### config.mk
export PLATFORM = sky130hd
export DESIGN_NAME = fbk_front
export DESIGN_NICKNAME = d
export VERILOG_FILES = /design/src/sv/fbk_pkg.sv /design/src/sv/fbk_front.sv
export SDC_FILE = /design/constraint.sdc
export NUM_CORES = 1
export LEC_CHECK = 0
export BUFFER_PORTS_ARGS = -buffer_cell sky130_fd_sc_hd__buf_4
export CORE_ASPECT_RATIO = 0.5
export CORE_MARGIN = 1
export CORE_UTILIZATION = 57
export DETAILED_ROUTE_END_ITERATION = 8
export HOLD_SLACK_MARGIN = 0.05
export PLACE_DENSITY = 0.92
export RECOVER_POWER = 50
export SLEW_MARGIN = 40
export SYNTH_ARGS = -nofsm -noshare
export SYNTH_HDL_FRONTEND = slang
export SYNTH_SLANG_ARGS = --single-unit
### constraint.sdc
create_clock -name clk -period 4.6 [get_ports clk]
set_input_delay 0 -clock clk [delete_from_list [all_inputs] [get_ports clk]]
set_output_delay 0 -clock clk [all_outputs]
set_load 0.02 [all_outputs]
### src/sv/fbk_pkg.sv
// shared types, constants and helpers for the face box block
// no dependencies
package fbk_pkg;

    localparam int MAX_GROUP  = 8;
    localparam int PT_W       = 18;
    localparam int SUM_W      = 22;
    localparam int CNT_W      = 4;
    localparam int IDX_W      = 6;
    localparam int SIZE_W     = 13;
    localparam int FRAC_W     = 16;
    localparam int CFG_IDX_W  = 3;
    localparam int CFG_DATA_W = 16;
    localparam int CEN_W      = 15;
    localparam int SIDE_W     = 16;
    localparam int AVG_W      = 35;
    localparam int OFS_W      = 38;
    localparam int MAG_W      = 37;
    localparam int ACC_W      = 64;
    localparam int MULB_W     = 32;

    localparam logic [CFG_IDX_W-1:0] REG_EYE_COUNT    = 3'd0;
    localparam logic [CFG_IDX_W-1:0] REG_NOSE_COUNT   = 3'd1;
    localparam logic [CFG_IDX_W-1:0] REG_MOUTH_COUNT  = 3'd2;
    localparam logic [CFG_IDX_W-1:0] REG_CENTER_MIX   = 3'd3;
    localparam logic [CFG_IDX_W-1:0] REG_MOUTH_SCALE  = 3'd4;
    localparam logic [CFG_IDX_W-1:0] REG_EYE_SCALE    = 3'd5;
    localparam logic [CFG_IDX_W-1:0] REG_IMAGE_WIDTH  = 3'd6;
    localparam logic [CFG_IDX_W-1:0] REG_IMAGE_HEIGHT = 3'd7;

    typedef struct packed {
        logic [CNT_W-1:0]  eye_count;
        logic [CNT_W-1:0]  nose_count;
        logic [CNT_W-1:0]  mouth_count;
        logic [FRAC_W-1:0] center_mix;
        logic [FRAC_W-1:0] mouth_scale;
        logic [FRAC_W-1:0] eye_scale;
        logic [SIZE_W-1:0] image_width;
        logic [SIZE_W-1:0] image_height;
    } cfg_t;

    typedef struct packed {
        logic [SUM_W-1:0] lx;
        logic [SUM_W-1:0] ly;
        logic [SUM_W-1:0] rx;
        logic [SUM_W-1:0] ry;
        logic [SUM_W-1:0] mx;
        logic [SUM_W-1:0] my;
        logic             err;
    } job_t;

    function automatic logic [CNT_W-1:0] clamp_count(input logic [CNT_W-1:0] v,
                                                     input logic [CNT_W-1:0] lo);
        if (v < lo)
            return lo;
        if (v > CNT_W'(MAX_GROUP))
            return CNT_W'(MAX_GROUP);
        return v;
    endfunction

endpackage

### src/sv/fbk_front.sv
// front end: sorts keypoints into eye and mouth sums, closes a detection
// depends on fbk_pkg
module fbk_front
    import fbk_pkg::*;
(
    input  logic                  clk,
    input  logic                  rst_n,
    input  cfg_t                  cfg,
    input  logic                  accept,
    input  logic signed [PT_W-1:0] point_x,
    input  logic signed [PT_W-1:0] point_y,
    input  logic                  last_point,
    output logic                  push,
    output job_t                  job
);

    logic [SUM_W-1:0] lx_reg, ly_reg, rx_reg, ry_reg, mx_reg, my_reg;
    logic [SUM_W-1:0] lx_next, ly_next, rx_next, ry_next, mx_next, my_next;
    logic [IDX_W-1:0] idx_reg;
    logic [IDX_W-1:0] e, n, m, two_e, total;
    logic [SUM_W-1:0] px, py;
    logic [IDX_W:0]   run_len;

    always_comb
    begin
        e       = IDX_W'(clamp_count(cfg.eye_count, CNT_W'(1)));
        n       = IDX_W'(clamp_count(cfg.nose_count, CNT_W'(0)));
        m       = IDX_W'(clamp_count(cfg.mouth_count, CNT_W'(1)));
        two_e   = e << 1;
        total   = two_e + n + m;
        px      = SUM_W'(point_x);
        py      = SUM_W'(point_y);
        lx_next = lx_reg;
        ly_next = ly_reg;
        rx_next = rx_reg;
        ry_next = ry_reg;
        mx_next = mx_reg;
        my_next = my_reg;
        priority if (idx_reg < e)
        begin
            lx_next = lx_reg + px;
            ly_next = ly_reg + py;
        end
        else if (idx_reg < two_e)
        begin
            rx_next = rx_reg + px;
            ry_next = ry_reg + py;
        end
        else if (idx_reg >= two_e + n && idx_reg < total)
        begin
            mx_next = mx_reg + px;
            my_next = my_reg + py;
        end
        run_len = {1'b0, idx_reg} + 1'b1;
        push    = accept && last_point;
        job.lx  = lx_next;
        job.ly  = ly_next;
        job.rx  = rx_next;
        job.ry  = ry_next;
        job.mx  = mx_next;
        job.my  = my_next;
        job.err = run_len < {1'b0, total};
    end

    always_ff @(posedge clk or negedge rst_n)
    begin
        if (!rst_n)
        begin
            lx_reg  <= '0;
            ly_reg  <= '0;
            rx_reg  <= '0;
            ry_reg  <= '0;
            mx_reg  <= '0;
            my_reg  <= '0;
            idx_reg <= '0;
        end
        else if (accept)
        begin
            if (last_point)
            begin
                lx_reg  <= '0;
                ly_reg  <= '0;
                rx_reg  <= '0;
                ry_reg  <= '0;
                mx_reg  <= '0;
                my_reg  <= '0;
                idx_reg <= '0;
            end
            else
            begin
                lx_reg <= lx_next;
                ly_reg <= ly_next;
                rx_reg <= rx_next;
                ry_reg <= ry_next;
                mx_reg <= mx_next;
                my_reg <= my_next;
                if (idx_reg != '1)
                    idx_reg <= idx_reg + 1'b1;
            end
        end
    end

endmodule

==> run metrics, run 1 <==
least setup slack across all paths after layout 0.376 ns; routability-driven placement congestion ratio 0.970; sequential cell area fraction in the yosys report 26.3%; detailed-route vias per instance 6.45; YS warnings 0; overall die area 0.0237 mm²; placed wire-length estimate 27.7 mm; FF+latch area 0.00345 mm²; number of gates resized after cts 0; drc violations 0; Max transition margin -64.3%; I/O Buffers 185; Pwr per Cell Area 508 mW/mm²; Clock Root Buffer sky130_fd_sc_hd__clkbuf_16; TritonCTS clock tree built; first-iteration detailed-routing DRC count 1375; leakage power figure 7.80 nW; Cell Chain, Critical Path ha_1 > a211o_1 > a2111oi_0 > o21ai_0 > nor2_1 > a21oi_1 > a21o_1 > a21oi_1 > xnor2_1 > mux2_2 > buf_4; share of synthesized flip-flops with an asynchronous set or reset 100%; nets@finish 1944; number of antenna violations at the first check in global routing 0; detailed-router iteration count before antenna repair 7; Avg WL per Cell 19.9 µm; number of instances in the synthesized netlist 1490; number of synthesized register bits 138; Fin Clk Skew 0.0122 ns; post-placement worst setup slack 0.470 ns; pin count of the biggest net entering global routing 93; final worst hold slack 0.0551 ns; via count 12700; final clock period utilization by the worst path 91.8%; post-route core utilization 69.3%; final hold viol count 0; area after detailed placement 0.0148 mm²; EDFF count, synth 0; wire length of the first global-routing pass 61.6 mm; CP required 4.60 ns; clk buf depth 2; Setup Fix Bufs, Post-CTS 0; slowest stage delay, CP 1.09 ns; critical path's slowest cell sky130_fd_sc_hd__a2111oi_0; max-cap violation count 3; cell family with most CP delay compound AO/OA/AOI/OAI gates; total clock sinks 138; Critical Path Source Type flop; maximum achievable frequency 237 MHz; summed negative setup slack over all endpoints 0 ns; area of the core 0.0221 mm²; Total Wirelength 39.2 mm; total routing resource utilization after global routing 33.0%; top area cells in the synthesized netlist sky130_fd_sc_hd__dfrtp_1, sky130_fd_sc_hd__ha_1, sky130_fd_sc_hd__a22o_1; violations in the final reports capacitance limit, slew limit; number of failing setup endpoints in the final timing report 0; standard-cell row count 38; leading area contributor after synthesis sky130_fd_sc_hd__dfrtp_1; Worst path most repeated cell sky130_fd_sc_hd__a21oi_1; Worst Path Buf+Inv 1; Pwr Total 7.78 mW; Finished Layout Cells 1970; signed area change from the synthesized netlist to the final layout 16.7%; maximum fanout along the worst path 4; area share of the largest cell type after synthesis 26.3%; Critical Path End Type output pin; Critical Setup Path Class flop to output pin; grt ovf 0; Antenna Cells 0; clock transition at the registers of the reported paths 0.06 ns; Synth Flop Type sky130_fd_sc_hd__dfrtp_1; area of the mapped netlist 0.0131 mm²; width of the chip 217 µm; maximum vdd ir drop 0.288 mV; area of the multi-input gates 0.00935 mm²; Fill cells 1681; final standard cell area without fillers 0.0153 mm²; insertion delay of the later-clocked pin in the worst-skew pair 0.44 ns; starting density of the core 59.4%; post-synthesis area per instance 8.82 µm²; Die Span Y 109 µm; share of cells above drive strength 1 16.9%; status finished, violations left; number of nets produced by synthesis 1776; signal arrival time at the worst endpoint 4.22 ns; Yosys cell types 74; type of the most critical hold path primary input to flop; final worst path period need 4.22 ns; antenna-violating nets left 0; vias in the first global route 11800; number of placed instances, taps included 1936; total clock buffers created by CTS 17; Worst Tran Pin Value 2.46 ns; number of H-tree branching levels 4; unrepaired setup endpoints after global routing false; max-slew violation count 193; number of top-level pins 260
logic make-up (layout without fill, tap and decap cells):
family                     after synthesis  after routing  synth area share, %
AOI/OAI and AO/OA                      535            535                 28.5
and+or+nand+nor                        385            385                 13.4
adders and majority gates              162            162                 15.9
DFF                                    138            138                 26.3
xor gates and xnor gates               123            123                 8.20
buffers and inverters                   89            269                 2.79
muxes                                   58             58                 5.03
timing repair:
action                     CTS  global route
hold endpoints to repair   101             0
setup endpoints to repair    0             0
hold buffers                 3             0
layout by cell type (no fill, tap or decap), types with 7 or more instances in the layout:
cell	instances
sky130_fd_sc_hd__nor2b_1	19
sky130_fd_sc_hd__o21ai_0	101
sky130_fd_sc_hd__a21oi_1	109
sky130_fd_sc_hd__a21o_1	72
sky130_fd_sc_hd__o31ai_1	9
sky130_fd_sc_hd__inv_1	34
sky130_fd_sc_hd__o21a_1	21
sky130_fd_sc_hd__o211ai_1	8
sky130_fd_sc_hd__buf_4	182
sky130_fd_sc_hd__or3_1	11
sky130_fd_sc_hd__nand2b_1	18
sky130_fd_sc_hd__nand3_1	22
sky130_fd_sc_hd__o21bai_1	16
sky130_fd_sc_hd__mux2_1	11
sky130_fd_sc_hd__nand4_1	10
sky130_fd_sc_hd__a211o_1	7
sky130_fd_sc_hd__xor2_1	39
sky130_fd_sc_hd__dfrtp_1	138
sky130_fd_sc_hd__ha_1	152
sky130_fd_sc_hd__a31oi_1	14
sky130_fd_sc_hd__clkbuf_16	17
sky130_fd_sc_hd__nor3_1	14
sky130_fd_sc_hd__a211oi_1	11
sky130_fd_sc_hd__xnor2_1	84
sky130_fd_sc_hd__a22o_1	102
sky130_fd_sc_hd__and3_1	12
sky130_fd_sc_hd__nand2_1	172
sky130_fd_sc_hd__mux2_2	37
sky130_fd_sc_hd__fa_1	8
sky130_fd_sc_hd__nor2_1	76
sky130_fd_sc_hd__clkbuf_1	19
metal layers:
layer	vias up	track usage (%)	routed length, µm	part of all wire, %
li1	5897	-	-	-
met1	6037	45.1	17300	44
met2	652	51.1	17200	44
met3	113	7.14	3420	8.7
met4	0	13.3	1260	3.2
met5	-	0	0	0
tightest hold or removal path: cells and delay by family:
family	cells	cell delay, ns
fa+ha+maj	1	0.12
buf+inv	1	0.10
compound gates	1	0.12
simple gates	2	0.11
cells in the mapped netlist, drive strengths merged (10+ instances only):
library cell	n
or3	11
inv	35
dfrtp	138
ha	152
o31ai	10
nand2b	18
o21ai	105
mux2	52
nor3	14
xnor2	84
xor2	39
a22o	102
clkbuf	40
o21bai	16
nand4	10
o21a	21
nand3	22
nor2b	19
buf	14
and3	12
a21oi	111
nand2	173
a21o	72
a211oi	12
nor2	79
a31oi	16
path summary, 6_finish.rpt:
| path | from | to | slack [ns] | depth (start not counted) |
|---|---|---|---|---|
| setup / recovery | ly_reg[1] | job[104] | 0.38 | 11 |
| hold / removal | point_y[0] | ly_reg[0] | 0.06 | 5 |
| setup reg to reg | idx_reg[3] | ly_reg[20] | 0.40 | 8 |
| hold reg to reg | rx_reg[9] | rx_reg[9] | 0.52 | 2 |
| max in group asynchronous | rst_n | idx_reg[5] | 1.41 | 3 |
| min in group asynchronous | rst_n | ly_reg[17] | 0.90 | 2 |
power by group:
part           total (mW)  switching (mW)  internal, mW
combinational        4.73            2.76          1.97
sequential           1.70           0.235          1.46
clock                1.36           0.553         0.804
total                7.78            3.55          4.24
cell type report:
cell class / instances / area share (%)
clock buffers: 22 / 2.96
clock inverters: 9 / 0.645
inverters: 35 / 0.857
multi-input cells: 1263 / 61.0
flip-flops and latches: 138 / 22.5
well taps: 300 / 2.45
repair buffers: 203 / 9.57
Note: power is estimated with default switching activity, not from simulation.
==> run 2: changes to the inputs <==
Settings changed: CORE_UTILIZATION 57 to 50, PLACE_DENSITY 0.92 to 0.83.
==> run 2 against run 1 <==
Against the previous run: the flow still finishes with violations (capacitance limit, slew limit); critical path depth is 5 higher; worst hold slack better by 0.013 ns; sequential power hardly changed; via count is 3.3% lower; register-to-register slack better by 0.26 ns; first-iteration DRC count is 20% lower; global-route usage is 5.3 points lower; highest routed layer unchanged.
==> run metrics, run 2 (synthesis results as in run 1) <==
commonest cells after routing, fill and taps aside sky130_fd_sc_hd__buf_4, sky130_fd_sc_hd__nand2_1, sky130_fd_sc_hd__ha_1, sky130_fd_sc_hd__dfrtp_1, sky130_fd_sc_hd__a21oi_1; Pwr Total 7.75 mW; standard-cell row count 41; max-cap violation count 3; detailed-router iteration count before antenna repair 5; Avg WL per Cell 18.7 µm; Worst Tran Pin Value 2.58 ns; vias in the first global route 11100; total clock buffers created by CTS 17; critical path's slowest cell sky130_fd_sc_hd__a221o_2; detailed-route vias per instance 6.09; status finished, violations left; overall die area 0.0270 mm²; Antenna Cells 0; Fill cells 2150; final standard cell area without fillers 0.0154 mm²; post-route core utilization 60.5%; leakage power figure 7.81 nW; Total Wirelength 37.8 mm; width of the chip 231 µm; least setup slack across all paths after layout 0.534 ns; via count 12300; insertion delay of the later-clocked pin in the worst-skew pair 0.44 ns; area after detailed placement 0.0149 mm²; number of H-tree branching levels 4; antenna-violating nets left 0; placed wire-length estimate 27.3 mm; Pwr per Cell Area 502 mW/mm²; final worst hold slack 0.0679 ns; first-iteration detailed-routing DRC count 1101; unrepaired setup endpoints after global routing false; total routing resource utilization after global routing 27.7%; maximum fanout along the worst path 35; total clock sinks 138; Cell Chain, Critical Path buf_4 > nor2_1 > nor2_1 > ha_1 > fa_1 > xor2_1 > ha_1 > xor2_1 > ha_1 > a21o_1 > maj3_2 > a221o_2 > buf_4 > a2111oi_4 > a21o_1 > buf_4; type of the most critical hold path primary input to flop; CP required 4.60 ns; maximum achievable frequency 246 MHz; final hold viol count 0; share of cells above drive strength 1 17.2%; TritonCTS clock tree built; grt ovf 0; Critical Setup Path Class primary input to output pin; clk buf depth 2; Clock Root Buffer sky130_fd_sc_hd__clkbuf_16; number of placed instances, taps included 1980; max-slew violation count 196; Die Span Y 117 µm; Setup Fix Bufs, Post-CTS 0; area of the core 0.0255 mm²; routability-driven placement congestion ratio 0.958; Critical Path End Type output pin; slowest stage delay, CP 0.45 ns; summed negative setup slack over all endpoints 0 ns; wire length of the first global-routing pass 58.9 mm; nets@finish 1944; Finished Layout Cells 2015; Fin Clk Skew 0.0105 ns; drc violations 0; violations in the final reports capacitance limit, slew limit; pin count of the biggest net entering global routing 96; starting density of the core 51.5%; number of gates resized after cts 0; clock transition at the registers of the reported paths 0.06 ns; final worst path period need 4.07 ns; Max transition margin -72.1%; number of top-level pins 260; Critical Path Source Type primary input; leading cell type in the layout, fill and taps excluded sky130_fd_sc_hd__buf_4; post-placement worst setup slack 0.522 ns; I/O Buffers 185; maximum vdd ir drop 0.312 mV; count of hold buffers inserted by post-cts repair 3; number of antenna violations at the first check in global routing 0; final clock period utilization by the worst path 88.4%; number of failing setup endpoints in the final timing report 0; signed area change from the synthesized netlist to the final layout 17.5%; signal arrival time at the worst endpoint 4.07 ns
==> run 2: changes by cell type in the layout (fill, tap and decap cells not counted), moves of 2 or more <==
cell                         previous run  this run
sky130_fd_sc_hd__clkinv_2               6         4
sky130_fd_sc_hd__clkinvlp_4             0         4
sky130_fd_sc_hd__mux2_2                37        39
sky130_fd_sc_hd__clkbuf_8               1         4
sky130_fd_sc_hd__buf_4                182       179
sky130_fd_sc_hd__clkbuf_1              19        16
sky130_fd_sc_hd__mux2_1                11         9
==> run 2: metal layers <==
layer	wire [µm]	GRT usage [%]
met5	0	0
met4	1100	9.93
met3	2540	4.79
met2	16400	42.6
met1	17700	39.2
==> run 2: cell type report <==
class / instances / area, µm² / area share [%]
multi-input combinational: 1263 / 9350 / 60.6
clock inverter: 11 / 119 / 0.770
timing repair buffer: 203 / 1470 / 9.55
sequential: 138 / 3450 / 22.4
clock buffer: 21 / 480 / 3.11
tap: 344 / 430 / 2.79
inverter: 35 / 131 / 0.851
==> run 2: critical path, delay by kind of cell <==
kind,cells,cell delay [ns]
compound gates,4,1.08
simple gates,2,0.29
buf+inv,3,0.56
fa+ha+maj,5,1.54
xor+xnor,2,0.57
==> run 2: path summary, 6_finish.rpt <==
path | start | endpoint | slack, ns | cells past startpoint
setup / recovery | cfg[82] | job[36] | 0.53 | 16
hold / removal | point_x[0] | lx_reg[0] | 0.07 | 5
setup reg to reg | idx_reg[3] | lx_reg[13] | 0.66 | 9
hold reg to reg | ly_reg[21] | ly_reg[21] | 0.51 | 2
max in group asynchronous | rst_n | ry_reg[2] | 1.40 | 3
min in group asynchronous | rst_n | ly_reg[17] | 0.92 | 2
==> run 2: power by group <==
part	switching (mW)	leakage [nW]	internal (mW)
Clock	0.578	0.287	0.852
Combinational	2.69	5.65	1.94
Sequential	0.222	1.87	1.46
