File: src/sv/fbk_pkg.sv
// shared types, constants and helpers for the face box block
// no dependencies
package fbk_pkg;

    localparam int MAX_GROUP  = 8;
    localparam int PT_W       = 18;
    localparam int SUM_W      = 22;
    localparam int CNT_W      = 4;
    localparam int IDX_W      = 6;
    localparam int SIZE_W     = 13;
    localparam int FRAC_W     = 16;
    localparam int CFG_IDX_W  = 3;
    localparam int CFG_DATA_W = 16;
    localparam int CEN_W      = 15;
    localparam int SIDE_W     = 16;
    localparam int AVG_W      = 35;
    localparam int OFS_W      = 38;
    localparam int MAG_W      = 37;
    localparam int ACC_W      = 64;
    localparam int MULB_W     = 32;

    localparam logic [CFG_IDX_W-1:0] REG_EYE_COUNT    = 3'd0;
    localparam logic [CFG_IDX_W-1:0] REG_NOSE_COUNT   = 3'd1;
    localparam logic [CFG_IDX_W-1:0] REG_MOUTH_COUNT  = 3'd2;
    localparam logic [CFG_IDX_W-1:0] REG_CENTER_MIX   = 3'd3;
    localparam logic [CFG_IDX_W-1:0] REG_MOUTH_SCALE  = 3'd4;
    localparam logic [CFG_IDX_W-1:0] REG_EYE_SCALE    = 3'd5;
    localparam logic [CFG_IDX_W-1:0] REG_IMAGE_WIDTH  = 3'd6;
    localparam logic [CFG_IDX_W-1:0] REG_IMAGE_HEIGHT = 3'd7;

    typedef struct packed {
        logic [CNT_W-1:0]  eye_count;
        logic [CNT_W-1:0]  nose_count;
        logic [CNT_W-1:0]  mouth_count;
        logic [FRAC_W-1:0] center_mix;
        logic [FRAC_W-1:0] mouth_scale;
        logic [FRAC_W-1:0] eye_scale;
        logic [SIZE_W-1:0] image_width;
        logic [SIZE_W-1:0] image_height;
    } cfg_t;

    typedef struct packed {
        logic [SUM_W-1:0] lx;
        logic [SUM_W-1:0] ly;
        logic [SUM_W-1:0] rx;
        logic [SUM_W-1:0] ry;
        logic [SUM_W-1:0] mx;
        logic [SUM_W-1:0] my;
        logic             err;
    } job_t;

    function automatic logic [CNT_W-1:0] clamp_count(input logic [CNT_W-1:0] v,
                                                     input logic [CNT_W-1:0] lo);
        if (v < lo)
            return lo;
        if (v > CNT_W'(MAX_GROUP))
            return CNT_W'(MAX_GROUP);
        return v;
    endfunction

endpackage

File: src/sv/fbk_queue.sv
// two-entry queue of finished detections between front and back
// depends on fbk_pkg
module fbk_queue
    import fbk_pkg::*;
(
    input  logic clk,
    input  logic rst_n,
    input  logic push,
    input  job_t job_in,
    input  logic pop,
    output job_t job_out,
    output logic job_valid,
    output logic full
);

    job_t       mem_reg [2];
    logic       wr_reg, rd_reg;
    logic [1:0] count_reg;

    assign job_out   = mem_reg[rd_reg];
    assign job_valid = count_reg != 2'd0;
    assign full      = count_reg == 2'd2;

    always_ff @(posedge clk)
    begin
        if (push)
            mem_reg[wr_reg] <= job_in;
    end

    always_ff @(posedge clk or negedge rst_n)
    begin
        if (!rst_n)
        begin
            wr_reg    <= 1'b0;
            rd_reg    <= 1'b0;
            count_reg <= 2'd0;
        end
        else
        begin
            if (push)
                wr_reg <= ~wr_reg;
            if (pop)
                rd_reg <= ~rd_reg;
            if (push && !pop)
                count_reg <= count_reg + 2'd1;
            else if (pop && !push)
                count_reg <= count_reg - 2'd1;
        end
    end

endmodule

File: config.mk
export PLATFORM = sky130hd
export DESIGN_NAME = fbk_queue
export DESIGN_NICKNAME = d
export VERILOG_FILES = /design/src/sv/fbk_pkg.sv /design/src/sv/fbk_queue.sv
export SDC_FILE = /design/constraint.sdc
export NUM_CORES = 1
export LEC_CHECK = 0
export BUFFER_PORTS_ARGS = -buffer_cell sky130_fd_sc_hd__buf_2
export CORE_AREA = 2 2 142 144
export CTS_BUF_LIST = sky130_fd_sc_hd__clkbuf_4 sky130_fd_sc_hd__clkbuf_8 sky130_fd_sc_hd__clkbuf_16
export DETAILED_ROUTE_END_ITERATION = 8
export DIE_AREA = 0 0 144 146
export PLACE_DENSITY = 0.91
export RECOVER_POWER = 100
export SLEW_MARGIN = 25
export SYNTH_ARGS = -nofsm -noshare
export SYNTH_HDL_FRONTEND = slang
export SYNTH_SLANG_ARGS = --single-unit
File: constraint.sdc
create_clock -name clk -period 9.5 [get_ports clk]
set_input_delay 1.9 -clock clk [delete_from_list [all_inputs] [get_ports clk]]
set_output_delay 1.9 -clock clk [all_outputs]
set_load 0.01 [all_outputs]
==> results of run 1 <==
==> worst register-to-register path: cells and delay by family, from the launching register on <==
kind	cells	cell delay, ps
flops	1	380
simple gates	1	2770
buf+inv	2	1790
==> logic make-up (layout without fill, tap and decap cells) <==
group,Yosys count,in the layout
buffers and inverters,16,328
AND/OR/NAND/NOR,5,5
adder cells (fa/ha/maj),1,1
XOR/XNOR,5,5
multiplexers,133,133
flip-flops,270,270
==> cell type report <==
cell class,count,share of cell area [%]
timing repair buffer,278,10.1
tap,265,2.72
sequential,270,66.4
clock buffer,39,6.73
inverter,1,0.0308
multi-input combinational,144,13.1
clock inverter,10,1.01
==> worst paths after layout <==
path	start	to	slack, ps	cells past startpoint
worst max-delay path	push	mem_reg[1][73]	3060	4
worst min-delay path	count_reg[1]	count_reg[1]	490	1
worst max register to register	wr_reg	mem_reg[1][73]	4230	3
worst min register to register	count_reg[1]	count_reg[1]	490	1
max in group asynchronous	rst_n	count_reg[1]	8100	1
min in group asynchronous	rst_n	count_reg[0]	1200	1
==> metrics by stage <==
step	instances	worst slack (ps)	cell area, µm²
6_report	1007	3060	12200
5_1_grt	1007	2570	12200
4_1_cts	1005	4830	12600
3_5_place_dp	956	5370	11700
3_3_place_gp	955	4940	11600
2_1_floorplan	430	1200	10000
==> per-layer routing <==
layer  track usage (%)  share of wire (%)  wire length (µm)
met2              32.2                 53             10300
met5                 0                  0                 0
met3              5.03                8.0              1550
met4              5.64                2.7               520
met1              19.4                 36              7000
==> synthesized netlist by cell type <==
cell,n
and2_1,1
buf_2,7
buf_6,8
dfrtp_1,4
edfxtp_1,266
ha_1,1
inv_1,1
mux2_2,73
mux2_4,60
nor2_1,1
nor2b_1,2
or2_2,1
xnor2_1,1
xor2_1,4
==> where the power goes <==
group | internal (mW) | total, mW | switching, mW
combinational | 0.391 | 0.925 | 0.534
sequential | 1.60 | 1.68 | 0.0819
clock | 0.679 | 1.10 | 0.418
==> layout by cell type (no fill, tap or decap), drive strengths merged <==
cell    count
edfxtp    266
clkbuf    189
mux2      133
buf       128
clkinv      7
xor2        4
dfrtp       4
bufinv      3
nor2b       2
or2         1
inv         1
and2        1
xnor2       1
nor2        1
ha          1
==> impl_metrics.yaml, run 1 <==
status:
  outcome: "complete, but fails checks"
  violations: "capacitance limit, slew limit"
floorplanning:
  ios: 272
  core_area_mm2: 0.0193
  fp.dieH_um: 146
  die_x_um: 144
  initial_core_util_pct: 51.8
  dieArea_mm2: 0.0210
  rows: 51
power_and_ir_drop:
  power_density_mw_per_mm2: 304
  ir_drop_v: 0.000263
  p_leak_nw: 4.29
  p_total_mw: 3.70
synthesis:
  synth_area_leaders: "edfxtp_1 80%, mux2_4 9.0%, mux2_2 8.2%, dfrtp_1 1.0%, buf_6 0.90%"
  postSynthCellCount: 430
  synth_xor_area_share_pct: 0.437
  syn_area_mm2: 0.0100
  syn_area_per_cell_um2: 23.3
  ys_warn_count: 0
  synth.distinct_cells: 14
  synth_compound_area_share_pct: 0
  ys_seq_area_share_pct: 80.7
  synth_top_area_share_pct: 79.7
  synthSimpleGateAreaFrac_pct: 0.287
  synth_mux_area_share_pct: 17.2
  synth_nets: 568
  yosysTopAreaCell: "edfxtp_1"
  synth_top_family_by_area: "multiplexers"
  synth-adder-area-share_pct: 0.125
  ys_seq_elements: 270
grt:
  grt_max_degree: 78
  grt_pass1_wl_um: 28300
  grt_pass1_vias: 5338
  antenna_found_initial: 0
  grt_overflow: 0
  groute.usage.overall_pct: 17.5
final_layout:
  fillers: 1446
  nNetsFinal: 861
  drive_gt1_share_pct: 33.4
  largest_reg_flops: 266
  multi_input_area_mm2: 0.00159
  register_area_mm2: 0.00809
  utilization_pct: 63.0
  n_antenna_cell: 0
  area_growth_pct: 21.5
timing:
  fin_skew_ps: 16.5
  clock.fmax_ghz: 0.155
  finalCritPeriodShare_pct: 67.8
  relSlewSlack_pct: -158
  worstMarginPinSlew_ps: 3870
  drv_slew: 244
  rsz0062_at_grt: "no"
  final-setup-viol-count: 0
  finalHoldViolCount: 0
  finalSetupTns_ps: 0
  holdWs_ps: 490
  period_needed_ps: 6440
setup_path:
  start_kind: "input pin"
  crit_top_cell: "clkbuf_1"
  end_kind: "flop"
  cp_top_family: "simple AND/OR/NAND/NOR gates"
  cp.buffers_inverters: 3
  cp.required_ps: 9690
  path_cells: "clkbuf_1 > and2_0 > clkbuf_1 > buf_16"
  slowest_delay_ps: 2780
  worstPathMaxFanout: 57
  critPathSlowestCell: "and2_0"
  worstSetupPathType: "in -> reg"
  arrival_ps: 6630
placed_design:
  gp_congestion: 0.802
  dpl.hpwl_um: 12700
  port_buffers: 271
clock_tree:
  path_clk_slew_ps: 60
  cts_buffer_depth: 3
  cts.sinks: 270
  cts_resized: 0
  cts_buffers: 28
  clk_latency_ps: 520
  cts_max_level: 1
  cts_root_buffer: "clkbuf_16"
  ctsHoldBuffers: 0
  cts_tree: "done"
  cts_setup_buffers: 0
routing:
  drc: 0
  viasPerCell: 5.02
  routed_wl_um: 19300
  drt_iter0_drc: 266
  post_drt_wl_per_cell_um: 19.2
  drt_pass1_iterations: 4
  antenna_left: 0
  vias: 5053
job:
  max-cap-violations: 5
min_path:
  hp-class: "reg -> reg"
No activity file was read; power rests on OpenSTA's default activity.
==> run 2, diff against run 1 <==
--- a/config.mk
+++ b/config.mk
@@ -6,11 +6,11 @@
 export NUM_CORES = 1
 export LEC_CHECK = 0
 export BUFFER_PORTS_ARGS = -buffer_cell sky130_fd_sc_hd__buf_2
-export CORE_AREA = 2 2 142 144
+export CORE_AREA = 2 2 150 152
 export CTS_BUF_LIST = sky130_fd_sc_hd__clkbuf_4 sky130_fd_sc_hd__clkbuf_8 sky130_fd_sc_hd__clkbuf_16
 export DETAILED_ROUTE_END_ITERATION = 8
-export DIE_AREA = 0 0 144 146
-export PLACE_DENSITY = 0.91
+export DIE_AREA = 0 0 152 154
+export PLACE_DENSITY = 0.86
 export RECOVER_POWER = 100
 export SLEW_MARGIN = 25
 export SYNTH_ARGS = -nofsm -noshare
==> constraint.sdc (replaced) <==
create_clock -name clk -period 5.8 [get_ports clk]
set_input_delay 1.16 -clock clk [delete_from_list [all_inputs] [get_ports clk]]
set_output_delay 1.16 -clock clk [all_outputs]
set_load 0.01 [all_outputs]
==> run 2 against run 1 <==
Compared with the run above: the run still ends with capacitance limit, slew limit left; register-to-register slack got worse by 2200 ps; critical endpoint is now mem_reg[0][110]; non-clock buffer count fell by 1; flip-flop and latch count did not move; highest routed layer is now met5.
==> impl_metrics.yaml, run 2 (same netlist as run 1, synthesis figures left out) <==
status:
  outcome: "complete, but fails checks"
  violations: "capacitance limit, slew limit"
clock_tree:
  cts_setup_buffers: 0
  cts.sinks: 270
  cts_tree: "done"
  path_clk_slew_ps: 60
  cts_root_buffer: "clkbuf_16"
  clk_latency_ps: 520
  cts_resized: 0
  cts_buffer_depth: 3
  cts_max_level: 1
  ctsHoldBuffers: 0
  cts_buffers: 27
grt:
  grt_overflow: 0
  grt_pass1_wl_um: 27400
  groute.usage.overall_pct: 14.6
  grt_pass1_vias: 5302
  grt_max_degree: 71
  antenna_found_initial: 2
timing:
  relSlewSlack_pct: -151
  finalSetupTns_ps: 0
  final-setup-viol-count: 0
  drv_slew: 221
  rsz0062_at_grt: "no"
  period_needed_ps: 4220
  finalCritPeriodShare_pct: 72.8
  fin_skew_ps: 17.7
  worst_slack_ps: 1580
  worstMarginPinSlew_ps: 3770
  finalHoldViolCount: 0
  clock.fmax_ghz: 0.237
setup_path:
  cp.required_ps: 5830
  worstPathMaxFanout: 68
  arrival_ps: 4250
  worstSetupPathType: "in -> reg"
  start_kind: "input pin"
  end_kind: "flop"
floorplanning:
  core_area_mm2: 0.0217
  rows: 54
  dieArea_mm2: 0.0234
  fp.dieH_um: 154
  ios: 272
  initial_core_util_pct: 46.2
  die_x_um: 152
placed_design:
  gp_congestion: 0.739
  pre_cts_ws_ps: 2590
  placed_cell_area_mm2: 0.0117
  port_buffers: 271
  dpl.hpwl_um: 12000
power_and_ir_drop:
  clkPwrFrac_pct: 27.2
  ir_drop_v: 0.000393
  p_sw_share_pct: 28.3
  power_density_mw_per_mm2: 483
  power.internal_mw: 4.20
  power_frac_seq_pct: 47.7
  p_leak_nw: 4.27
  netSwitchingPower_mw: 1.66
  comb_power_share_pct: 25.1
final_layout:
  design_area_mm2: 0.0121
  area_growth_pct: 20.9
  largest_reg_flops: 266
  final_cell_mix: "266 x edfxtp_1, 138 x buf_2, 136 x clkbuf_1"
  drive_gt1_share_pct: 34.9
  nNetsFinal: 859
  final_common_cell: "edfxtp_1"
routing:
  drt_iter0_drc: 276
  viasPerCell: 4.90
  antenna_left: 0
  routed_wl_um: 18000
  vias: 4997
  drc: 0
  drt_pass1_iterations: 4
  post_drt_wl_per_cell_um: 17.7
job:
  max-cap-violations: 4
min_path:
  hp-class: "in -> async"
run 2: cell types whose count changed in the layout (fill, tap and decap cells not counted), moves of 2 or more:
| cell | delta |
|---|---|
| bufinv_16 | -3 |
| clkinv_2 | -2 |
| clkbuf_1 | -14 |
| buf_2 | +12 |
| clkbuf_16 | -2 |
| clkinv_1 | +2 |
run 2: critical path, cell delays in order:
cell,delay (ps)
clkbuf_1,150
nor2b_1,200
clkbuf_1,2660
run 2: power by group through the flow:
stage | clock network, mW | registers [mW] | logic (mW)
after floorplan | 0 | 2.74 | 1.24
after global placement | 0 | 2.80 | 1.71
after detailed placement | 0 | 2.82 | 1.73
after CTS | 1.63 | 2.79 | 1.74
after global routing | 1.70 | 2.84 | 1.58
final | 1.59 | 2.79 | 1.47
run 2: worst paths after layout:
| path | from | to | slack [ps] | depth (start not counted) |
|---|---|---|---|---|
| max | push | mem_reg[0][110] | 1580 | 3 |
| min | rst_n | count_reg[1] | 460 | 1 |
| max reg2reg | wr_reg | mem_reg[0][110] | 2020 | 2 |
| min reg2reg | count_reg[1] | count_reg[1] | 480 | 1 |
| max in group asynchronous | rst_n | rd_reg | 5110 | 1 |
| min in group clk | count_reg[1] | count_reg[1] | 480 | 1 |
run 2: metal layers:
| layer | GRT usage [%] | up-vias | part of all wire (%) | wire length (µm) |
|---|---|---|---|---|
| li1 | - | 2290 | - | - |
| met1 | 17.1 | 2460 | 39 | 7000 |
| met2 | 26.0 | 212 | 51 | 9170 |
| met3 | 4.43 | 33 | 8.1 | 1460 |
| met4 | 4.41 | 2 | 2.2 | 400 |
| met5 | 0 | - | 0.061 | 11 |
run 2: area by class of cell:
cell class / count / area [µm²]
antenna: 1 / 2.50
clock buffer: 39 / 791
clock inverter: 8 / 38.8
fill: 1757 / 9570
inverter: 1 / 3.75
multi-input combinational: 144 / 1590
sequential: 270 / 8090
tap: 280 / 350
timing repair buffer: 277 / 1250
run 2: through the flow:
stage	total power, mW	util, %	hold slack, ps	cells
2_1_floorplan	3.98	-	447	430
3_3_place_gp	4.51	53.9	463	971
3_5_place_dp	4.55	53.9	474	971
4_1_cts	6.16	57.7	413	1018
5_1_grt	6.12	55.9	471	1019
6_report	5.86	55.9	464	1020
==> run 3, diff against run 2 <==
==> constraint.sdc (replaced) <==
create_clock -name clk -period 3.4 [get_ports clk]
set_input_delay 0.68 -clock clk [delete_from_list [all_inputs] [get_ports clk]]
set_output_delay 0.68 -clock clk [all_outputs]
set_load 0.01 [all_outputs]
==> run 3 against run 2 <==
Compared with the run above: the run still ends with capacitance limit, slew limit left; design area grew 0.78%; utilization grew 0.44 points; clock power grew 86%; sequential share of layout area shrank 0.52 points; final cell count grew 0.29%; sequential power grew 65%; flip-flop and latch count is the same; setup slack lost 880 ps; critical path depth shrank 1; first-iteration DRC count shrank 0.72%; non-clock buffer count grew 2; power grew 74%.
==> impl_metrics.yaml, run 3 (same netlist as run 1, synthesis figures left out) <==
grt:
  grt_pass1_vias: 5370
  grt_pass1_wl_um: 28600
  antenna_found_initial: 3
  grt_overflow: 0
  groute.usage.overall_pct: 15.6
  grt_max_degree: 78
min_path:
  hp-class: "in -> reg"
  hold_path_startpoint: "job_in[106]"
  whs_endpoint: "mem_reg[0][106]"
  whs_path_depth: 1
setup_path:
  worstPathMaxFanout: 26
  cp.required_ps: 3510
  r2r-end: "mem_reg[0][5]"
  r2r_cells: 2
  crit-reg2reg-launch: "wr_reg"
  arrival_ps: 2810
  start_kind: "flop"
  end_kind: "flop"
  regToRegSetupSlack_ps: 700
  worstSetupPathType: "reg -> reg"
floorplanning:
  fp.dieH_um: 154
  die_x_um: 152
  core_area_mm2: 0.0217
  ios: 272
  initial_core_util_pct: 46.2
  rows: 54
  dieArea_mm2: 0.0234
power_and_ir_drop:
  power_density_mw_per_mm2: 836
  clkPwrFrac_pct: 28.9
  p_sw_share_pct: 28.1
  power.internal_mw: 7.34
  power_frac_seq_pct: 45.0
  netSwitchingPower_mw: 2.87
  ir_drop_v: 0.000622
  comb_power_share_pct: 26.2
  p_leak_nw: 4.31
timing:
  holdWs_ps: 343
  final-setup-viol-count: 0
  drv_slew: 63
  clock.fmax_ghz: 0.370
  fin_skew_ps: 14.4
  finalSetupTns_ps: 0
  finalHoldViolCount: 0
  worstMarginPinSlew_ps: 1850
  relSlewSlack_pct: -23.1
  period_needed_ps: 2700
  rsz0062_at_grt: "no"
  finalCritPeriodShare_pct: 79.4
clock_tree:
  cts.sinks: 270
  clk_latency_ps: 520
  cts_root_buffer: "clkbuf_16"
  cts_setup_buffers: 0
  cts_buffer_depth: 3
  cts_max_level: 1
  cts_tree: "done"
  cts_buffers: 27
  path_clk_slew_ps: 60
final_layout:
  largest_reg_flops: 266
  area_growth_pct: 21.9
  drive_gt1_share_pct: 34.5
  final_common_cell: "edfxtp_1"
  multi_input_area_mm2: 0.00159
  final_cell_mix: "266 x edfxtp_1, 140 x clkbuf_1, 133 x buf_2"
  register_area_mm2: 0.00809
  nNetsFinal: 861
  fillers: 1781
routing:
  antenna_left: 0
  drt_pass1_iterations: 4
  drc: 0
  viasPerCell: 4.91
  post_drt_wl_per_cell_um: 18.7
  vias: 5024
  routed_wl_um: 19100
  drt_iter0_drc: 274
placed_design:
  gp_congestion: 0.789
  port_buffers: 271
  dpl.hpwl_um: 12700
job:
  max-cap-violations: 2
status:
  violations: "capacitance limit, slew limit"
  outcome: "complete, but fails checks"
-- run 3: cell count changes in the layout (fill, tap and decap cells not counted), sizes merged --
cell / delta
clkinv: +5
bufinv: +4
clkbuf: -3
inv: -1
buf: -3
dlygate4sd3: +1
-- run 3: how the worst max path moves through the flow --
stage          startpoint  cells past startpoint               to
2_1_floorplan        push                      1    mem_reg[0][0]
3_5_place_dp         push                      3    mem_reg[1][4]
5_1_grt            wr_reg                      2    mem_reg[0][4]
4_1_cts            rd_reg                      3      job_out[12]
3_3_place_gp         push                      3  mem_reg[1][116]
6_report           wr_reg                      2    mem_reg[0][5]
-- run 3: metal layers --
layer | GRT usage (%) | up-vias | share of wire (%)
li1 | - | 2296 | -
met3 | 5.27 | 45 | 7.5
met4 | 5.21 | 2 | 3.2
met1 | 17.2 | 2485 | 37
met5 | 0 | - | 0.084
met2 | 28.4 | 196 | 52
-- run 3: final cells by class --
type	count	area share, %
multi-input cells	144	13.0
well taps	280	2.87
clock buffers	32	5.84
clock inverters	16	1.44
flip-flops and latches	270	66.2
diodes	1	0.0205
inverters	1	0.0307
repair buffers	279	10.5
-- run 3: metrics by stage --
| step | total power, mW | util [%] | instance area (µm²) | std cells | setup slack [ps] |
|---|---|---|---|---|---|
| global route | 10.7 | 56.3 | 12200 | 1023 | 412 |
| finish | 10.2 | 56.3 | 12200 | 1023 | 699 |
| CTS | 10.8 | 58.3 | 12600 | 1022 | 783 |
| global placement | 7.74 | 54.1 | 11700 | 973 | 1290 |
| floorplan | 6.74 | - | 10000 | 430 | 289 |
| detailed placement | 7.81 | 54.1 | 11700 | 973 | 1310 |
-- run 3: power by group through the flow --
stage / clock network (mW) / registers (mW) / logic [mW]
after CTS: 3.02 / 4.60 / 3.16
after floorplan: 0 / 4.62 / 2.12
after detailed placement: 0 / 4.66 / 3.15
final: 2.95 / 4.59 / 2.67
after global routing: 3.15 / 4.65 / 2.89
after global placement: 0 / 4.62 / 3.11
-- run 3: critical path: stages (launching register included) --
cell and delay [ps]:
dfrtp_1 400, nor2b_1 680, clkbuf_1 1200
-- run 3: what timing repair did --
| action | CTS | global route |
|---|---|---|
| hold endpoints to repair | 4 | 0 |
| resized for setup | 0 | 0 |
| hold buffers | 1 | 0 |
