`src/sv/fbk_pkg.sv`:
```
// shared types, constants and helpers for the face box block
// no dependencies
package fbk_pkg;

    localparam int MAX_GROUP  = 8;
    localparam int PT_W       = 18;
    localparam int SUM_W      = 22;
    localparam int CNT_W      = 4;
    localparam int IDX_W      = 6;
    localparam int SIZE_W     = 13;
    localparam int FRAC_W     = 16;
    localparam int CFG_IDX_W  = 3;
    localparam int CFG_DATA_W = 16;
    localparam int CEN_W      = 15;
    localparam int SIDE_W     = 16;
    localparam int AVG_W      = 35;
    localparam int OFS_W      = 38;
    localparam int MAG_W      = 37;
    localparam int ACC_W      = 64;
    localparam int MULB_W     = 32;

    localparam logic [CFG_IDX_W-1:0] REG_EYE_COUNT    = 3'd0;
    localparam logic [CFG_IDX_W-1:0] REG_NOSE_COUNT   = 3'd1;
    localparam logic [CFG_IDX_W-1:0] REG_MOUTH_COUNT  = 3'd2;
    localparam logic [CFG_IDX_W-1:0] REG_CENTER_MIX   = 3'd3;
    localparam logic [CFG_IDX_W-1:0] REG_MOUTH_SCALE  = 3'd4;
    localparam logic [CFG_IDX_W-1:0] REG_EYE_SCALE    = 3'd5;
    localparam logic [CFG_IDX_W-1:0] REG_IMAGE_WIDTH  = 3'd6;
    localparam logic [CFG_IDX_W-1:0] REG_IMAGE_HEIGHT = 3'd7;

    typedef struct packed {
        logic [CNT_W-1:0]  eye_count;
        logic [CNT_W-1:0]  nose_count;
        logic [CNT_W-1:0]  mouth_count;
        logic [FRAC_W-1:0] center_mix;
        logic [FRAC_W-1:0] mouth_scale;
        logic [FRAC_W-1:0] eye_scale;
        logic [SIZE_W-1:0] image_width;
        logic [SIZE_W-1:0] image_height;
    } cfg_t;

    typedef struct packed {
        logic [SUM_W-1:0] lx;
        logic [SUM_W-1:0] ly;
        logic [SUM_W-1:0] rx;
        logic [SUM_W-1:0] ry;
        logic [SUM_W-1:0] mx;
        logic [SUM_W-1:0] my;
        logic             err;
    } job_t;

    function automatic logic [CNT_W-1:0] clamp_count(input logic [CNT_W-1:0] v,
                                                     input logic [CNT_W-1:0] lo);
        if (v < lo)
            return lo;
        if (v > CNT_W'(MAX_GROUP))
            return CNT_W'(MAX_GROUP);
        return v;
    endfunction

endpackage

```
`src/sv/fbk_back.sv`:
```
// back end: averages, centre, norms and side for one detection at a time
// shared divider, shift-add multiplier and square root; depends on fbk_pkg
module fbk_back
    import fbk_pkg::*;
(
    input  logic                    clk,
    input  logic                    rst_n,
    input  cfg_t                    cfg,
    input  logic                    job_valid,
    input  job_t                    job,
    output logic                    pop,
    output logic                    done,
    output logic signed [CEN_W-1:0] center_x,
    output logic signed [CEN_W-1:0] center_y,
    output logic [SIDE_W-1:0]       box_side,
    output logic                    status
);

    typedef enum logic [6:0] {
        S_IDLE  = 7'b0000001,
        S_DLOAD = 7'b0000010,
        S_DIV   = 7'b0000100,
        S_MLOAD = 7'b0001000,
        S_MUL   = 7'b0010000,
        S_SQRT  = 7'b0100000,
        S_FIN   = 7'b1000000
    } state_t;

    localparam logic [2:0] OP_CX   = 3'd0;
    localparam logic [2:0] OP_CY   = 3'd1;
    localparam logic [2:0] OP_MSQX = 3'd2;
    localparam logic [2:0] OP_MSQY = 3'd3;
    localparam logic [2:0] OP_MSC  = 3'd4;
    localparam logic [2:0] OP_ESQX = 3'd5;
    localparam logic [2:0] OP_ESQY = 3'd6;
    localparam logic [2:0] OP_ESC  = 3'd7;

    localparam int DIV_STEPS = AVG_W;
    localparam int NUM_GRP   = 6;

    state_t                  state_reg;
    job_t                    job_reg;
    logic signed [AVG_W-1:0] avg_reg [NUM_GRP];
    logic [2:0]              grp_reg;
    logic [2:0]              op_reg;
    logic [CNT_W-1:0]        dvs_reg;
    logic [CNT_W-1:0]        rem_reg;
    logic [AVG_W-1:0]        quo_reg;
    logic                    neg_reg;
    logic [5:0]              cnt_reg;
    logic [ACC_W-1:0]        acc_reg, mula_reg;
    logic [MULB_W-1:0]       mulb_reg;
    logic [ACC_W-1:0]        sq_reg, sqs_reg, sqr_reg, sqb_reg;
    logic [MULB_W-1:0]       norm_reg;
    logic [ACC_W-1:0]        cxp_reg, cyp_reg, sa_reg, sb_reg;

    logic                    e_first;
    logic [CNT_W-1:0]        e, m;
    logic [SUM_W-1:0]        sum_sel;
    logic [SIZE_W-1:0]       size_sel;
    logic signed [SUM_W+SIZE_W:0] prod;
    logic [CNT_W:0]          trial;
    logic [AVG_W-1:0]        quo_next;
    logic signed [OFS_W-1:0] ex, ey, dx, dy, edx, edy;
    logic [MAG_W-1:0]        adx, ady, aedx, aedy;
    logic [ACC_W-1:0]        mul_a, mul_next;
    logic [MULB_W-1:0]       mul_b;
    logic [ACC_W-1:0]        sq_t, sqs_next, sqr_next;
    logic signed [ACC_W-1:0] cx_full, cy_full;
    logic [ACC_W-1:0]        side_v, side_r;

    function automatic logic [MAG_W-1:0] mag_of(input logic signed [OFS_W-1:0] v);
        logic [OFS_W-1:0] u;
        u = v[OFS_W-1] ? OFS_W'(-v) : OFS_W'(v);
        return u[MAG_W-1:0];
    endfunction

    // half away from zero, 2^-33 pixel down to whole pixels
    function automatic logic [CEN_W-1:0] round_center(input logic signed [ACC_W-1:0] c);
        logic [ACC_W-1:0] mag;
        logic [ACC_W-1:0] r;
        mag = c[ACC_W-1] ? ACC_W'(-c) : ACC_W'(c);
        r   = (mag + (ACC_W'(1) << 32)) >> 33;
        if (!c[ACC_W-1])
            return (r > ACC_W'(16383)) ? CEN_W'(16383) : r[CEN_W-1:0];
        if (r > ACC_W'(16384))
            return CEN_W'(16384);
        return (~r[CEN_W-1:0]) + 1'b1;
    endfunction

    always_comb
    begin
        e = clamp_count(cfg.eye_count, CNT_W'(1));
        m = clamp_count(cfg.mouth_count, CNT_W'(1));
        unique case (grp_reg)
            3'd0:    sum_sel = job_reg.lx;
            3'd1:    sum_sel = job_reg.ly;
            3'd2:    sum_sel = job_reg.rx;
            3'd3:    sum_sel = job_reg.ry;
            3'd4:    sum_sel = job_reg.mx;
            default: sum_sel = job_reg.my;
        endcase
        size_sel = grp_reg[0] ? cfg.image_height : cfg.image_width;
        e_first  = grp_reg < 3'd4;
        prod     = $signed(sum_sel) * $signed({1'b0, size_sel});

        // one restoring division step
        trial    = {rem_reg, quo_reg[AVG_W-1]};
        quo_next = {quo_reg[AVG_W-2:0], trial >= {1'b0, dvs_reg}};

        ex   = OFS_W'(avg_reg[0]) + OFS_W'(avg_reg[2]);
        ey   = OFS_W'(avg_reg[1]) + OFS_W'(avg_reg[3]);
        dx   = (OFS_W'(avg_reg[4]) <<< 1) - ex;
        dy   = (OFS_W'(avg_reg[5]) <<< 1) - ey;
        edx  = (OFS_W'(avg_reg[2]) - OFS_W'(avg_reg[0])) <<< 1;
        edy  = (OFS_W'(avg_reg[3]) - OFS_W'(avg_reg[1])) <<< 1;
        adx  = mag_of(dx);
        ady  = mag_of(dy);
        aedx = mag_of(edx);
        aedy = mag_of(edy);

        unique case (op_reg)
            OP_CX:   begin mul_a = ACC_W'(adx); mul_b = MULB_W'(cfg.center_mix); end
            OP_CY:   begin mul_a = ACC_W'(ady); mul_b = MULB_W'(cfg.center_mix); end
            OP_MSQX: begin mul_a = ACC_W'(adx >> 5); mul_b = MULB_W'(adx >> 5); end
            OP_MSQY: begin mul_a = ACC_W'(ady >> 5); mul_b = MULB_W'(ady >> 5); end
            OP_MSC:  begin mul_a = ACC_W'(norm_reg); mul_b = MULB_W'(cfg.mouth_scale); end
            OP_ESQX: begin mul_a = ACC_W'(aedx >> 5); mul_b = MULB_W'(aedx >> 5); end
            OP_ESQY: begin mul_a = ACC_W'(aedy >> 5); mul_b = MULB_W'(aedy >> 5); end
            OP_ESC:  begin mul_a = ACC_W'(norm_reg); mul_b = MULB_W'(cfg.eye_scale); end
        endcase
        mul_next = acc_reg + (mulb_reg[0] ? mula_reg : '0);

        // one digit of the square root
        sq_t = sqr_reg + sqb_reg;
        if (sqs_reg >= sq_t)
        begin
            sqs_next = sqs_reg - sq_t;
            sqr_next = (sqr_reg >> 1) + sqb_reg;
        end
        else
        begin
            sqs_next = sqs_reg;
            sqr_next = sqr_reg >> 1;
        end

        cx_full = (ACC_W'(ex) <<< 16) + (dx[OFS_W-1] ? -$signed(cxp_reg) : $signed(cxp_reg));
        cy_full = (ACC_W'(ey) <<< 16) + (dy[OFS_W-1] ? -$signed(cyp_reg) : $signed(cyp_reg));
        side_v  = (sa_reg > sb_reg) ? sa_reg : sb_reg;
        side_r  = (side_v + (ACC_W'(1) << 23)) >> 24;

        pop = (state_reg == S_IDLE) && job_valid;
    end

    always_ff @(posedge clk)
    begin
        unique case (state_reg)
            S_IDLE:
            begin
                if (job_valid)
                    job_reg <= job;
                grp_reg <= '0;
                op_reg  <= OP_CX;
            end
            S_DLOAD:
            begin
                neg_reg <= prod[SUM_W+SIZE_W];
                quo_reg <= prod[SUM_W+SIZE_W] ? AVG_W'(-prod) : AVG_W'(prod);
                rem_reg <= '0;
                dvs_reg <= e_first ? e : m;
                cnt_reg <= '0;
            end
            S_DIV:
            begin
                rem_reg <= (trial >= {1'b0, dvs_reg}) ? CNT_W'(trial - {1'b0, dvs_reg})
                                                     : trial[CNT_W-1:0];
                quo_reg <= quo_next;
                cnt_reg <= cnt_reg + 1'b1;
                if (cnt_reg == 6'(DIV_STEPS - 1))
                begin
                    avg_reg[grp_reg] <= neg_reg ? -$signed(quo_next) : $signed(quo_next);
                    grp_reg          <= grp_reg + 1'b1;
                end
            end
            S_MLOAD:
            begin
                acc_reg  <= '0;
                mula_reg <= mul_a;
                mulb_reg <= mul_b;
                cnt_reg  <= '0;
            end
            S_MUL:
            begin
                acc_reg  <= mul_next;
                mula_reg <= mula_reg << 1;
                mulb_reg <= mulb_reg >> 1;
                cnt_reg  <= cnt_reg + 1'b1;
                if (cnt_reg == 6'(MULB_W - 1))
                begin
                    unique case (op_reg)
                        OP_CX:   cxp_reg <= mul_next;
                        OP_CY:   cyp_reg <= mul_next;
                        OP_MSQX: sq_reg  <= mul_next;
                        OP_MSQY: sqs_reg <= sq_reg + mul_next;
                        OP_MSC:  sa_reg  <= mul_next;
                        OP_ESQX: sq_reg  <= mul_next;
                        OP_ESQY: sqs_reg <= sq_reg + mul_next;
                        OP_ESC:  sb_reg  <= mul_next;
                    endcase
                    sqr_reg <= '0;
                    sqb_reg <= ACC_W'(1) << 62;
                    if (op_reg != OP_MSQY && op_reg != OP_ESQY && op_reg != OP_ESC)
                        op_reg <= op_reg + 1'b1;
                end
            end
            S_SQRT:
            begin
                sqs_reg <= sqs_next;
                sqr_reg <= sqr_next;
                sqb_reg <= sqb_reg >> 2;
                if (sqb_reg[0])
                begin
                    norm_reg <= sqr_next[MULB_W-1:0];
                    op_reg   <= op_reg + 1'b1;
                end
            end
            S_FIN:
            begin
            end
        endcase
    end

    always_ff @(posedge clk or negedge rst_n)
    begin
        if (!rst_n)
        begin
            state_reg <= S_IDLE;
            done      <= 1'b0;
            center_x  <= '0;
            center_y  <= '0;
            box_side  <= '0;
            status    <= 1'b0;
        end
        else
        begin
            done <= 1'b0;
            unique case (state_reg)
                S_IDLE:
                begin
                    if (job_valid)
                    begin
                        if (job.err)
                        begin
                            done     <= 1'b1;
                            center_x <= '0;
                            center_y <= '0;
                            box_side <= '0;
                            status   <= 1'b1;
                        end
                        else
                            state_reg <= S_DLOAD;
                    end
                end
                S_DLOAD:
                    state_reg <= S_DIV;
                S_DIV:
                begin
                    if (cnt_reg == 6'(DIV_STEPS - 1))
                        state_reg <= (grp_reg == 3'(NUM_GRP - 1)) ? S_MLOAD : S_DLOAD;
                end
                S_MLOAD:
                    state_reg <= S_MUL;
                S_MUL:
                begin
                    if (cnt_reg == 6'(MULB_W - 1))
                    begin
                        if (op_reg == OP_ESC)
                            state_reg <= S_FIN;
                        else if (op_reg == OP_MSQY || op_reg == OP_ESQY)
                            state_reg <= S_SQRT;
                        else
                            state_reg <= S_MLOAD;
                    end
                end
                S_SQRT:
                begin
                    if (sqb_reg[0])
                        state_reg <= S_MLOAD;
                end
                S_FIN:
                begin
                    done      <= 1'b1;
                    center_x  <= round_center(cx_full);
                    center_y  <= round_center(cy_full);
                    box_side  <= (side_r > ACC_W'(16'hFFFF)) ? 16'hFFFF
                                                             : side_r[SIDE_W-1:0];
                    status    <= 1'b0;
                    state_reg <= S_IDLE;
                end
            endcase
        end
    end

    a_err_zero: assert property (@(posedge clk) disable iff (!rst_n)
        done && status |-> center_x == '0 && center_y == '0 && box_side == '0)
        else $error("error result carries a nonzero payload");

    a_fin_done: assert property (@(posedge clk) disable iff (!rst_n)
        state_reg == S_FIN |=> done && !status)
        else $error("finished detection gave no ok result");

    a_pop_idle: assert property (@(posedge clk) disable iff (!rst_n)
        pop && !job.err |=> state_reg == S_DLOAD)
        else $error("accepted detection did not start the averages");

endmodule

```
`config.mk`:
```
export PLATFORM = sky130hd
export DESIGN_NAME = fbk_back
export DESIGN_NICKNAME = d
export VERILOG_FILES = /design/src/sv/fbk_pkg.sv /design/src/sv/fbk_back.sv
export SDC_FILE = /design/constraint.sdc
export NUM_CORES = 2
export LEC_CHECK = 0
export BUFFER_PORTS_ARGS = -buffer_cell sky130_fd_sc_hd__buf_2
export CORE_MARGIN = 10
export CORE_UTILIZATION = 35
export CTS_CLUSTER_DIAMETER = 120
export CTS_CLUSTER_SIZE = 20
export DETAILED_ROUTE_END_ITERATION = 7
export PLACE_DENSITY = 0.59
export SLEW_MARGIN = 10
export SYNTH_ARGS = -nofsm -noshare
export SYNTH_HDL_FRONTEND = slang
export SYNTH_SLANG_ARGS = --single-unit
```
`constraint.sdc`:
```
create_clock -name clk -period 39.5 [get_ports clk]
set_input_delay 7.9 -clock clk [delete_from_list [all_inputs] [get_ports clk]]
set_output_delay 7.9 -clock clk [all_outputs]
set_load 0.01 [all_outputs]
```
==> run summary <==
The tree is rooted in a sky130_fd_sc_hd__clkbuf_16. The number of fill cells is 27100. Setup violations remaining at the end of the flow were counted as 0.

For the worst-skew pair, the clock arrives at the later sink with an insertion delay of 0.75 ns. The worst max-slew margin expressed relative to the limit came out at 0.100. The tightest hold path in the finished design has a slack of 0.481 ns.

Count of yosys warnings during synthesis: 0. Kind of path behind the tightest hold check: flip-flop to flip-flop. The power density relative to cell area was 44.1 nW/um^2; the y dimension of the die was 543 microns. The critical path's largest stage delay is 0.67 ns, and the count of routing violations after the opening detailed-route iteration is 6972. The initial antenna violation count is 21, and the top cell type's share of synthesized area is 0.336. Critical path capture point type: a flip-flop.

The cell count of the worst reg-to-reg path was 56; the half-perimeter wire length of the detailed placement result was 239000 microns. The clock net in this run drives a total of 1125 sinks. Data required time of the critical path: 40.10 ns. The reported max-cap violation count was 0; the floorplan die width was 543 microns.

Counting flops with a built-in enable in the synthesized netlist gives 1070. For the count of hold buffers inserted by post-cts repair, the log shows 0. The placer's final routability congestion estimate came out at 0.956.

In this run the worst path has a maximum fanout of 69. In this run the deepest clock path goes through 3 buffers. Final worst-path cycle share: 0.432. The slowest stage of the critical path is the sky130_fd_sc_hd__nor4_1 cell.

After floorplanning, the core was divided into 191 placement rows. Reg-to-reg critical path startpoint: avg_reg[3][14]$_DFFE_PP_. The via count of the first global-routing pass was 75900; the average wire length per cell after detail routing was 21.3 microns. For this block, the routed nets add up to 297000 microns of wire. TritonCTS built the clock tree.

In this run the tool buffered the top-level ports with 266 buffer cells. The overflow left after global routing is 0. Category of the critical setup timing path: flip-flop to flip-flop. The first global-routing pass estimated 452000 microns of wire.

sky130_fd_sc_hd__edfxtp_1 takes more of the synthesized area than any other cell. The number of instances resized during post-cts repair is 0. Count of unique library cells instantiated by Yosys: 139. The final cell utilization of the core was 0.382. The register with the most flip-flops in the layout has 210 of them. Counting every instance in the synthesized netlist gives 10100.

The total routing resource utilization after global routing was 0.194. The fraction of synthesis flops using an asynchronous set or reset pin works out to 0.0489. The commonest cells after synthesis are sky130_fd_sc_hd__edfxtp_1 (1070), sky130_fd_sc_hd__nor2_1 (880), sky130_fd_sc_hd__nand2_1 (823).

In the routed layout, each cell is associated on average with a via count of 5.57. The number of hold violations in the final report is 0. Yosys attributes the largest share of cell area to sky130_fd_sc_hd__edfxtp_1 (34%), sky130_fd_sc_hd__ha_1 (9.5%), sky130_fd_sc_hd__fa_1 (5.9%), sky130_fd_sc_hd__xnor2_1 (5.7%), sky130_fd_sc_hd__nor2_1 (3.5%). Setup repair after global routing left no endpoint under its margin. The clock-pin slew reported for the worst setup and hold paths after clock tree synthesis came out at 0.09 ns. Tracing the worst setup path back leads to its startpoint at avg_reg[3][14]$_DFFE_PP_. Data on the critical path arrives at its endpoint at 17.66 ns. Most instantiated library cell after synthesis: sky130_fd_sc_hd__edfxtp_1. Pin placement for this block handled 271 I/O pins. For the placeable core area, the log shows 271000 sq um.

After synthesis the cells add up to 95700 sq um. After the last flow step, the layout net total stands at 11500. The static leakage was 40.4 nW. The effective utilization at floorplan is 0.353, and the post-layout minimum cycle time is 17.06 ns.

The clock tree synthesis step divided the H-tree into 3 levels. Buffers added to address setup during post-CTS repair amount to 0. The worst register-to-register path has a setup slack of 22.44 ns. For the final database, setup skew stands at 0.0736 ns. Counting instances, the worst hold path has a depth of 2. Entering global routing, the biggest net connects 142 pins. The share of layout cells above drive strength 1 is 0.0757. In this run the mean area of a mapped cell was 9.44 sq um. The capturing element of the worst setup path was center_y[3]$_DFFE_PN0P_. The final setup TNS came out at 0 ns. The first detailed-routing pass took 8 iterations. By instance count, the cell type seen most on the critical path is sky130_fd_sc_hd__a21oi_1.

In this run the remaining antenna-violating nets after routing total 0. Across all layers, the routed design uses 77600 vias. The sequential-to-total area share from yosys stat is 0.350. The slew at the pin with the worst max-slew slack came out at 1.34 ns.

The max-slew violation total from the final report was 0; the TritonCTS buffer count was 70. The synthesized design contains 1125 register bits. Counting every net in the synthesized netlist gives 11400.

Compared with the post-synthesis result, the final layout area differs by 8.26%. Across the VDD grid, the largest voltage drop is 0.147 mV. After detailed routing, the number of remaining DRC violations is 0.

The tools report the top achievable clock speed as 58.6 MHz. In this run the most critical hold path is launched from center_x[14]$_DFFE_PN0P_. The most used flip-flop cell after synthesis is sky130_fd_sc_hd__edfxtp_1. Terminus of the critical flop-to-flop path: center_y[3]$_DFFE_PN0P_.

STA classifies the critical path startpoint as a flip-flop. The total die area was 295000 sq um. The run finished with clean final reports.
[cell families (layout without fill, tap and decap cells)]
kind of cell | count (synthesis) | after routing | share of synthesized area
other cells | 0 | 7 | 0
buf+inv | 1040 | 1243 | 0.0424
mux | 121 | 121 | 0.0131
xor+xnor | 962 | 962 | 0.0888
simple gates | 3320 | 3320 | 0.172
compound gates | 2559 | 2559 | 0.179
flops | 1125 | 1125 | 0.350
fa+ha+maj | 1014 | 1014 | 0.154
[layer usage]
layer / wire (microns) / track usage
met1: 135000 / 0.264
met2: 134000 / 0.316
met3: 17500 / 0.0273
met4: 11100 / 0.0638
met5: 0 / 0
[placed cells by master, fill, tap and decap left out, drive strengths merged, types with 92 or more instances in the layout]
cell type / count
a211oi: 92
o21ai: 569
nand2b: 129
nand4: 104
a21o: 189
and2: 288
o31ai: 94
a21oi: 626
and3: 97
o21bai: 101
or3: 121
xor2: 330
nor2: 882
nand3: 186
nor2b: 135
fa: 280
a31oi: 111
nor3: 237
ha: 726
edfxtp: 1070
xnor2: 627
buf: 411
nand2: 825
inv: 733
[worst min-delay path by stage]
| stage | to | slack [ns] |
|---|---|---|
| 4_1_cts | center_x[14]$_DFFE_PN0P_ | 0.48 |
| 6_report | center_x[14]$_DFFE_PN0P_ | 0.48 |
| 3_3_place_gp | center_x[14]$_DFFE_PN0P_ | 0.46 |
| 5_1_grt | center_x[14]$_DFFE_PN0P_ | 0.51 |
| 2_1_floorplan | mula_reg[21]$_DFFE_PP_ | 0.50 |
| 3_5_place_dp | center_x[14]$_DFFE_PN0P_ | 0.46 |
[where the power goes]
group	internal, mW	leakage [nW]	total, mW	switching [mW]
clock	0.341	0.992	0.785	0.444
sequential	1.55	10.5	1.59	0.0362
combinational	0.894	28.9	2.20	1.31
[area by class of cell]
cell class	count	area, sq um	share of cell area
Sequential cell	1125	33500	0.323
Clock buffer	85	1810	0.0175
Clock inverter	19	249	0.00240
Tap cell	3570	4470	0.0431
Antenna cell	7	17.5	0.000169
Multi-Input combinational cell	7976	58400	0.563
Timing Repair Buffer	411	2450	0.0236
Inverter	728	2740	0.0264
[critical path: cells and delay by family, from the launching register on]
kind | cells | cell delay (ns)
AOI/OAI and AO/OA | 25 | 6.58
and+or+nand+nor | 18 | 5.64
adders and majority gates | 5 | 1.91
buffers and inverters | 4 | 0.92
xor gates and xnor gates | 3 | 0.81
muxes | 1 | 0.58
DFF | 1 | 0.41
[through the flow]
stage	cells	area, sq um	setup WS (ns)	total power, mW
3_5_place_dp	13800	102000	22.37	3.84
2_1_floorplan	10100	95700	18.09	3.28
6_report	13900	104000	22.44	4.57
4_1_cts	13900	104000	22.56	4.63
3_3_place_gp	13800	102000	22.40	3.80
5_1_grt	13900	104000	21.25	4.96
(Power assumes the default switching activity.)
